### src/rtl/qrs_pkg.sv
`timescale 1ns / 1ps

package qrs_pkg;

    // store geometry
    localparam int MAX_SAMPLES = 1024;
    localparam int ADDR_W      = $clog2(MAX_SAMPLES);
    localparam int CNT_W       = $clog2(MAX_SAMPLES + 1);

    // sample and fraction formats
    localparam int DATA_W      = 32;
    localparam int FRAC_W      = 19;
    localparam int Q_SHIFT     = 16;
    localparam int Q_ONE       = 1 << Q_SHIFT;
    localparam int CFG_IDX_W   = 1;

    // configuration register indexes
    typedef enum logic [CFG_IDX_W-1:0] {
        REG_LOWER_FRACTION = 1'b0,
        REG_UPPER_FRACTION = 1'b1
    } cfg_reg_t;

    // controller to datapath commands
    typedef struct packed {
        logic load;       // write the request sample into the store
        logic close;      // latch the set size and restart the fill count
        logic calc_prod;  // register fraction times size products
        logic calc_idx;   // register the two target ranks, start first bit pass
        logic sweep;      // read the next store entry of the current pass
        logic decide;     // settle one key bit for both ranks
        logic emit;       // load the result registers
    } cmd_t;

    // datapath to controller status
    typedef struct packed {
        logic n_zero;     // closed set is empty
        logic last_addr;  // read address is at the last stored entry
        logic last_bit;   // current pass settles the lowest key bit
    } status_t;

endpackage

### src/rtl/qrs_ctrl.sv
`timescale 1ns / 1ps

module qrs_ctrl (
    input  logic             clk,
    input  logic             rst_n,
    input  logic             start,
    input  logic             sample_present,
    input  logic             last_sample,
    input  qrs_pkg::status_t status,
    output qrs_pkg::cmd_t    cmd,
    output logic             busy,
    output logic             done
);

    typedef enum logic [2:0] {
        S_IDLE,
        S_CLOSE,
        S_PROD,
        S_INDEX,
        S_SWEEP,
        S_DRAIN,
        S_DECIDE,
        S_FINISH
    } state_t;

    state_t state_reg;
    state_t state_next;
    logic   done_reg;
    logic   accept;

    assign busy   = (state_reg != S_IDLE);
    assign accept = start && !busy;
    assign done   = done_reg;

    // next state and commands
    always_comb
    begin
        state_next = state_reg;
        cmd        = '0;
        unique case (state_reg)
            S_IDLE:
            begin
                cmd.load  = accept && sample_present;
                cmd.close = accept && last_sample;
                if (accept && last_sample)
                begin
                    state_next = S_CLOSE;
                end
            end
            S_CLOSE:
            begin
                if (status.n_zero)
                begin
                    cmd.emit   = 1'b1;
                    state_next = S_IDLE;
                end
                else
                begin
                    state_next = S_PROD;
                end
            end
            S_PROD:
            begin
                cmd.calc_prod = 1'b1;
                state_next    = S_INDEX;
            end
            S_INDEX:
            begin
                cmd.calc_idx = 1'b1;
                state_next   = S_SWEEP;
            end
            S_SWEEP:
            begin
                cmd.sweep = 1'b1;
                if (status.last_addr)
                begin
                    state_next = S_DRAIN;
                end
            end
            S_DRAIN:
            begin
                state_next = S_DECIDE;
            end
            S_DECIDE:
            begin
                cmd.decide = 1'b1;
                state_next = status.last_bit ? S_FINISH : S_SWEEP;
            end
            S_FINISH:
            begin
                cmd.emit   = 1'b1;
                state_next = S_IDLE;
            end
            default:
            begin
                state_next = S_IDLE;
            end
        endcase
    end

    // state and result strobe
    always_ff @(posedge clk or negedge rst_n)
    begin
        if (!rst_n)
        begin
            state_reg <= S_IDLE;
            done_reg  <= 1'b0;
        end
        else
        begin
            state_reg <= state_next;
            done_reg  <= cmd.emit;
        end
    end

endmodule

### config.mk
export PLATFORM = sky130hd
export DESIGN_NAME = qrs_ctrl
export DESIGN_NICKNAME = d
export VERILOG_FILES = /design/src/rtl/qrs_pkg.sv /design/src/rtl/qrs_ctrl.sv
export SDC_FILE = /design/constraint.sdc
export NUM_CORES = 1
export LEC_CHECK = 0
export BUFFER_PORTS_ARGS = -buffer_cell sky130_fd_sc_hd__buf_4
export CAP_MARGIN = 20
export CORE_AREA = 2 2 39 41
export DETAILED_ROUTE_END_ITERATION = 8
export DIE_AREA = 0 0 41 43
export SLEW_MARGIN = 5
export SYNTH_ARGS = -nofsm -noshare
export SYNTH_HDL_FRONTEND = slang
export SYNTH_SLANG_ARGS = --single-unit
### constraint.sdc
create_clock -name clk -period 1.4 [get_ports clk]
set_input_delay 0 -clock clk [delete_from_list [all_inputs] [get_ports clk]]
set_output_delay 0 -clock clk [all_outputs]
set_load 0.02 [all_outputs]
==> results of run 1 <==
## worst max-delay path, cell delays in order (launching register included)
cell	delay, ns
dfrtp_1	0.38
or3b_1	0.39
a21boi_2	0.16
buf_4	0.15
## cell families (layout without fill, tap and decap cells)
group / after synthesis / in the layout
simple gates: 17 / 17
compound gates: 4 / 4
flops: 4 / 4
buf+inv: 3 / 24
xor+xnor: 1 / 1
## final cells by class
type,count,area (sq um),share of cell area
Timing Repair Buffer,20,153,0.354
Multi-Input combinational cell,22,131,0.304
Sequential cell,4,101,0.235
Clock buffer,3,22.5,0.0522
Tap cell,16,20.0,0.0464
Inverter,1,3.75,0.00870
## through the flow
step | setup slack [ns] | hold slack, ns | instance area, sq um | instances
6_report | 0.0783 | 0.0590 | 432 | 66
3_3_place_gp | 0.210 | -0.202 | 387 | 61
2_1_floorplan | 0.000639 | -0.296 | 248 | 29
4_1_cts | 0.0301 | 0.0552 | 428 | 66
3_5_place_dp | 0.174 | -0.199 | 387 | 61
5_1_grt | 0.0181 | 0.0624 | 432 | 66
## cells in the mapped netlist
library cell	instances	area, sq um
nor2_1	5	18.8
a221oi_1	1	8.76
nor3_1	1	5.00
xnor2_1	1	8.76
a21boi_1	1	7.51
or3b_1	1	8.76
a21oi_1	1	5.00
nor2b_1	2	12.5
buf_6	1	11.3
nand2_1	4	15.0
dfrtp_1	4	100
nand3b_1	1	7.51
or3_4	1	11.3
nand2b_1	2	12.5
o22ai_1	1	6.26
inv_1	1	3.75
buf_2	1	5.00
## layer usage
layer | vias to the layer above | part of all wire | track usage
met1 | 123 | 0.42 | 0.0912
li1 | 139 | - | -
met3 | 0 | 0.054 | 0.0314
met4 | 0 | 0 | 0.0800
met2 | 9 | 0.52 | 0.122
met5 | - | 0 | 0
## power groups by stage
stage,sequential [W],combinational (W),clock (W)
2_1_floorplan,0.000209,0.000356,0
3_3_place_gp,0.000224,0.000523,0
4_1_cts,0.000199,0.000581,0.000148
3_5_place_dp,0.000229,0.000523,0
6_report,0.000199,0.000584,0.000140
5_1_grt,0.000204,0.000626,0.000157
## final timing paths
path,startpoint,endpoint,slack [ns]
worst max-delay path,state_reg[1],cmd[0],0.08
worst min-delay path,last_sample,state_reg[0],0.06
worst max register to register,state_reg[2],state_reg[0],0.33
worst min register to register,state_reg[0],state_reg[0],0.57
max in group asynchronous,rst_n,state_reg[2],1.18
min in group asynchronous,rst_n,state_reg[0],0.10
## timing repair
action	4_1_cts	5_1_grt
buffers inserted	1	0
hold endpoints to repair	4	0
endpoints found under the setup margin	1	1
hold buffers	1	0
gates resized for setup	1	1
==> flow_metrics.env, run 1 <==
export IMPL_period_needed_ns=1.32
export IMPL_dieHeight_um=43
export IMPL_num_antenna_cells=0
export IMPL_clockPowerShare=0.152
export IMPL_arrival_ns=1.32
export IMPL_die_x_um=41
export IMPL_yosys_warnings=0
export IMPL_synth_seq_area_share=0.404
export IMPL_start_kind="register"
export IMPL_drive_gt1_frac=0.500
export IMPL_pwr_density_cell_nw_per_um2=2140
export IMPL_postRouteAntennaNets=0
export IMPL_synthSimpleGateAreaFrac=0.369
export IMPL_cts_tree="done"
export IMPL_start_util=0.179
export IMPL_fin_skew_ns=0.00474
export IMPL_synthAdderAreaFrac=0
export IMPL_maxSlewHeadroom=0.853
export IMPL_critical_path_class="register to output pin"
export IMPL_wl_per_cell_um=9.47
export IMPL_comb_power_share=0.633
export IMPL_power_frac_seq=0.215
export IMPL_synthesis_area_sq_um=248
export IMPL_grt_pass1_wl_um=979
export IMPL_maxSlewViolCount=0
export IMPL_hold_violations=0
export IMPL_clk_latency_ns=0.23
export IMPL_ys_ff_latch=4
export IMPL_worstPathMaxFanout=3
export IMPL_rsz0062_at_grt="false"
export IMPL_drc=0
export IMPL_synthMuxAreaShare=0
export IMPL_tightest_slew_ns=0.220
export IMPL_largest_reg_flops=3
export IMPL_synth_compound_area_frac=0.111
export IMPL_grt_max_degree=10
export IMPL_syn_inst=29
export IMPL_avgSynthCellArea_sq_um=8.54
export IMPL_synthToLayoutAreaGrowth_pct=74.2
export IMPL_antenna_found_initial=0
export IMPL_core_area_sq_um=1380
export IMPL_dr_pass1_iters=2
export IMPL_drt_iter0_drc=6
export IMPL_layout_commonest_cell="buf_4"
export IMPL_fmax_ghz=0.757
export IMPL_power_w=0.000924
export IMPL_hold_class="input port to register"
export IMPL_synth_distinct_cells=17
export IMPL_tns_ns=0
export IMPL_n_fill_cell=156
export IMPL_status="finished clean"
export IMPL_max_vdd_ir_drop_mv=0.459
export IMPL_cp_required_ns=1.40
export IMPL_syn_nets=37
export IMPL_swShare=0.410
export IMPL_maxCapViolCount=0
export IMPL_utilization=0.312
export IMPL_routed_wl_um=625
export IMPL_synth_xor_area_frac=0.0354
export IMPL_synth_top_family_by_area="simple AND/OR/NAND/NOR gates"
export IMPL_h_tree_depth=1
export IMPL_die_area_sq_um=1760
export IMPL_io_pins=17
export IMPL_final_cell_mix="buf_4 (19), nor2_1 (5), nand2_1 (4), clkbuf_4 (3), dfrtp_1 (3)"
export IMPL_gp_congestion=0.636
export IMPL_layout_nets=60
export IMPL_rr_worst_depth=3
export IMPL_setup_viol=0
export IMPL_portBuffers=16
export IMPL_numCtsBuffers=3
export IMPL_cts_root_buf="clkbuf_4"
export IMPL_dr_total_vias=271
export IMPL_cts_sinks=4
export IMPL_finalCritPeriodShare=0.944
export IMPL_overflow=0
export IMPL_num_rows=14
export IMPL_intPower_w=0.000545
export IMPL_clock_path_buffers=2
export IMPL_endpoint_kind="output pin"
export IMPL_p_sw_w=0.000378
export IMPL_track_usage=0.0857
export IMPL_hpwl_um=477
export IMPL_clkTransAtPathRegs_ns=0.04
export IMPL_viasPerCell=4.11
export IMPL_whs_path_depth=3
export IMPL_leakagePower_nw=0.212
export IMPL_grt_pass1_vias=263
Power figures use the tool's default switching activity.
==> run 2: changes to the inputs <==
==> constraint.sdc (replaced) <==
create_clock -name clk -period 1.6 [get_ports clk]
set_input_delay 0 -clock clk [delete_from_list [all_inputs] [get_ports clk]]
set_output_delay 0 -clock clk [all_outputs]
set_load 0.02 [all_outputs]
==> flow_metrics.env, run 2 (synthesized netlist as in run 1, its figures left out) <==
export IMPL_fmax_ghz=0.692
export IMPL_dieHeight_um=43
export IMPL_power_w=0.000745
export IMPL_max_vdd_ir_drop_mv=0.338
export IMPL_num_rows=14
export IMPL_rsz0062_at_grt="false"
export IMPL_fin_skew_ns=0.0000282
export IMPL_synthToLayoutAreaGrowth_pct=63.1
export IMPL_period_needed_ns=1.45
export IMPL_worstHoldEndpoint="state_reg[0]"
export IMPL_grt_max_degree=12
export IMPL_status="finished clean"
export IMPL_grt_pass1_wl_um=890
export IMPL_grt_pass1_vias=230
export IMPL_start_util=0.179
export IMPL_layout_nets=57
export IMPL_start_kind="register"
export IMPL_cts_setup_buffers=0
export IMPL_overflow=0
export IMPL_worstPathMaxFanout=11
export IMPL_die_area_sq_um=1760
export IMPL_largest_reg_flops=3
export IMPL_tightest_slew_ns=0.314
export IMPL_hold_path_startpoint="last_sample"
export IMPL_postRouteAntennaNets=0
export IMPL_cts_tree="done"
export IMPL_arrival_ns=1.45
export IMPL_num_antenna_cells=0
export IMPL_layout_commonest_cell="buf_4"
export IMPL_tns_ns=0
export IMPL_track_usage=0.0756
export IMPL_wl_per_cell_um=9.54
export IMPL_pwr_density_cell_nw_per_um2=1840
export IMPL_maxSlewHeadroom=0.791
export IMPL_setup_viol=0
export IMPL_rr_worst_depth=2
export IMPL_drive_gt1_frac=0.426
export IMPL_cts_resized_gates=0
export IMPL_numCtsBuffers=3
export IMPL_die_x_um=41
export IMPL_antenna_found_initial=0
export IMPL_hold_violations=0
export IMPL_cp_required_ns=1.60
export IMPL_cts_root_buf="clkbuf_4"
export IMPL_final_cell_mix="buf_4 (16), nor2_1 (5), nand2_1 (4), dfrtp_1 (4), clkbuf_4 (3)"
export IMPL_io_pins=17
export IMPL_clk_latency_ns=0.23
export IMPL_leakagePower_nw=0.198
export IMPL_dr_total_vias=255
export IMPL_whs_path_depth=3
export IMPL_routed_wl_um=601
export IMPL_clkTransAtPathRegs_ns=0.04
export IMPL_regToRegEndpoint="done"
export IMPL_r2r_start="state_reg[2]"
export IMPL_gp_congestion=0.624
export IMPL_drc=0
export IMPL_endpoint_kind="output pin"
export IMPL_portBuffers=16
export IMPL_finalCritPeriodShare=0.904
export IMPL_hpwl_um=459
export IMPL_cts_sinks=4
export IMPL_maxCapViolCount=0
export IMPL_maxSlewViolCount=0
export IMPL_rrSetupSlack_ns=0.46
export IMPL_viasPerCell=4.05
export IMPL_n_fill_cell=155
export IMPL_critical_path_class="register to output pin"
export IMPL_h_tree_depth=1
export IMPL_clock_path_buffers=2
export IMPL_hold_class="input port to register"
export IMPL_drt_iter0_drc=1
export IMPL_core_area_sq_um=1380
export IMPL_dr_pass1_iters=2
-- run 2: changes by cell type in the layout (fill, tap and decap cells not counted) --
cell	delta
a21boi_1	+1
a21boi_2	-1
buf_4	-3
dfrtp_1	+1
dfrtp_2	-1
-- run 2: how the worst max path moves through the flow --
stage / startpoint / endpoint / slack [ns] / cells after the start
final: state_reg[2] / cmd[0] / 0.15 / 3
after global routing: state_reg[2] / cmd[0] / 0.06 / 3
after CTS: state_reg[2] / cmd[0] / 0.13 / 3
after detailed placement: state_reg[2] / cmd[0] / 0.38 / 3
after global placement: state_reg[1] / cmd[0] / 0.41 / 3
after floorplan: state_reg[1] / done / 0.20 / 3
-- run 2: report_power, final --
part	total, W	switching, W	internal [W]
sequential	0.000231	0.0000844	0.000147
combinational	0.000392	0.000196	0.000195
clock	0.000122	0.0000385	0.0000837
total	0.000745	0.000319	0.000426
-- run 2: routing by layer --
| metal | share of wire | vias to the layer above | routed length (um) | global-route usage |
|---|---|---|---|---|
| met3 | 0.073 | 0 | 44 | 0 |
| met1 | 0.42 | 114 | 251 | 0.0847 |
| met5 | 0 | - | 0 | 0 |
| met2 | 0.51 | 7 | 304 | 0.116 |
| met4 | 0 | 0 | 0 | 0.0800 |
| li1 | - | 134 | - | - |
-- run 2: cell type report --
class                      instances  area [sq um]  share of cell area
inverter                           1          3.75             0.00929
multi-input combinational         22           128               0.316
sequential                         4           100               0.248
tap                               16          20.0              0.0495
timing repair buffer              17           130               0.322
clock buffer                       3          22.5              0.0557
-- run 2: metrics by stage --
stage | area [sq um] | setup WS [ns] | hold slack, ns | std cells | utilization
2_1_floorplan | 248 | 0.201 | -0.296 | 29 | -
3_3_place_gp | 372 | 0.410 | -0.203 | 59 | 0.269
3_5_place_dp | 372 | 0.380 | -0.200 | 59 | 0.269
4_1_cts | 404 | 0.134 | 0.0913 | 63 | 0.292
5_1_grt | 404 | 0.0638 | 0.0974 | 63 | 0.292
6_report | 404 | 0.154 | 0.0902 | 63 | 0.292
-- run 2: worst max-delay path, cell delays in order (launching register included) --
cell and delay [ns]:
dfrtp_1 0.48, or3b_1 0.38, a21boi_1 0.19, buf_4 0.17
-- run 2: repair_timing --
action                                  CTS  global route
endpoints found under the hold margin     4             0
endpoints found under the setup margin    0             0
hold buffers                              1             0
==> run 3: changes to the inputs <==
--- a/config.mk
+++ b/config.mk
@@ -5,7 +5,7 @@
 export SDC_FILE = /design/constraint.sdc
 export NUM_CORES = 1
 export LEC_CHECK = 0
-export BUFFER_PORTS_ARGS = -buffer_cell sky130_fd_sc_hd__buf_4
+export BUFFER_PORTS_ARGS = -buffer_cell sky130_fd_sc_hd__buf_2
 export CAP_MARGIN = 20
 export CORE_AREA = 2 2 39 41
 export DETAILED_ROUTE_END_ITERATION = 8
==> flow_metrics.env, run 3 (synthesized netlist as in run 1, its figures left out) <==
export IMPL_drive_gt1_frac=0.426
export IMPL_tns_ns=0
export IMPL_hold_class="input port to register"
export IMPL_layout_setup_ws_ns=0.128
export IMPL_r2r_start="state_reg[2]"
export IMPL_seq_area_sq_um=100
export IMPL_fin_skew_ns=0.00241
export IMPL_maxSlewHeadroom=0.794
export IMPL_postRouteAntennaNets=0
export IMPL_drc=0
export IMPL_leakagePower_nw=0.190
export IMPL_cts_root_buf="clkbuf_4"
export IMPL_hold_slack_ns=0.0777
export IMPL_grt_pass1_wl_um=772
export IMPL_clkTransAtPathRegs_ns=0.04
export IMPL_h_tree_depth=1
export IMPL_io_pins=17
export IMPL_gp_congestion=0.616
export IMPL_cp_required_ns=1.60
export IMPL_rrSetupSlack_ns=0.46
export IMPL_grt_pass1_vias=198
export IMPL_maxSlewViolCount=0
export IMPL_dr_pass1_iters=4
export IMPL_track_usage=0.0675
export IMPL_routed_wl_um=592
export IMPL_dieHeight_um=43
export IMPL_rsz0062_at_grt="false"
export IMPL_cts_sinks=4
export IMPL_worstPathMaxFanout=11
export IMPL_numCtsBuffers=3
export IMPL_cts_setup_buffers=0
export IMPL_start_util=0.179
export IMPL_pwr_density_cell_nw_per_um2=1910
export IMPL_rr_worst_depth=2
export IMPL_largest_reg_flops=3
export IMPL_max_vdd_ir_drop_mv=0.348
export IMPL_drt_iter0_drc=2
export IMPL_period_needed_ns=1.47
export IMPL_place_ws_ns=0.367
export IMPL_crit_end="cmd[0]"
export IMPL_synthToLayoutAreaGrowth_pct=47.0
export IMPL_fmax_ghz=0.679
export IMPL_grt_max_degree=12
export IMPL_setup_viol=0
export IMPL_regToRegEndpoint="done"
export IMPL_portBuffers=16
export IMPL_tightest_slew_ns=0.309
export IMPL_start_kind="register"
export IMPL_status="finished clean"
export IMPL_num_rows=14
export IMPL_die_x_um=41
export IMPL_arrival_ns=1.47
export IMPL_finalCritPeriodShare=0.920
export IMPL_wl_per_cell_um=9.40
export IMPL_overflow=0
export IMPL_utilization=0.263
export IMPL_hold_violations=0
export IMPL_dr_total_vias=262
export IMPL_multi_input_area_sq_um=128
export IMPL_startpoint="state_reg[2]"
export IMPL_endpoint_kind="output pin"
export IMPL_final_cell_mix="buf_2 (16), nor2_1 (5), nand2_1 (4), dfrtp_1 (4), clkbuf_4 (3)"
export IMPL_cts_tree="done"
export IMPL_critical_path_class="register to output pin"
export IMPL_maxCapViolCount=0
export IMPL_num_antenna_cells=0
export IMPL_viasPerCell=4.16
export IMPL_clock_path_buffers=2
export IMPL_core_area_sq_um=1380
export IMPL_die_area_sq_um=1760
export IMPL_hold_path_startpoint="last_sample"
export IMPL_layout_nets=57
export IMPL_layout_commonest_cell="buf_2"
export IMPL_clk_latency_ns=0.23
export IMPL_n_fill_cell=152
export IMPL_antenna_found_initial=0
[run 3: cell count changes in the layout (fill, tap and decap cells not counted)]
cell / before / now
buf_2: 0 / 16
buf_4: 16 / 0
[run 3: per-stage QoR]
stage / cell area, sq um / total power (W) / cells
5_1_grt: 364 / 0.000739 / 63
2_1_floorplan: 248 / 0.000495 / 29
4_1_cts: 364 / 0.000705 / 63
6_report: 364 / 0.000694 / 63
3_5_place_dp: 332 / 0.000575 / 59
3_3_place_gp: 332 / 0.000566 / 59
[run 3: layout make-up]
class,instances,share of cell area
clock buffer,3,0.0619
sequential,4,0.275
tap,16,0.0550
inverter,1,0.0103
timing repair buffer,17,0.247
multi-input combinational,22,0.351
[run 3: worst max-delay path, cell delays in order, from the launching register on]
cell and delay [ns]:
dfrtp_1 0.48, or3b_1 0.38, a21boi_1 0.19, buf_2 0.19
[run 3: routing by layer]
layer  wire [um]  GRT usage  up-vias
met5           0          0        -
met3          38          0        0
met1         261     0.0844      118
met2         292     0.0906        9
met4           0     0.0800        0
li1            -          -      135
[run 3: timing repair]
action	4_1_cts	5_1_grt
hold buffers	1	0
endpoints found under the hold margin	4	0
gates resized for setup	0	0
endpoints found under the setup margin	0	0
[run 3: report_power, final]
group	total [W]	internal (W)	switching, W
combinational	0.000343	0.000151	0.000192
sequential	0.000228	0.000147	0.0000815
clock	0.000123	0.0000838	0.0000389
[run 3: worst min path at each step]
stage | endpoint | slack, ns | cells after the start
2_1_floorplan | done | -0.30 | 0
3_3_place_gp | done | -0.19 | 1
3_5_place_dp | state_reg[0] | -0.19 | 1
4_1_cts | state_reg[0] | 0.08 | 3
5_1_grt | state_reg[1] | 0.10 | 2
6_report | state_reg[0] | 0.08 | 3
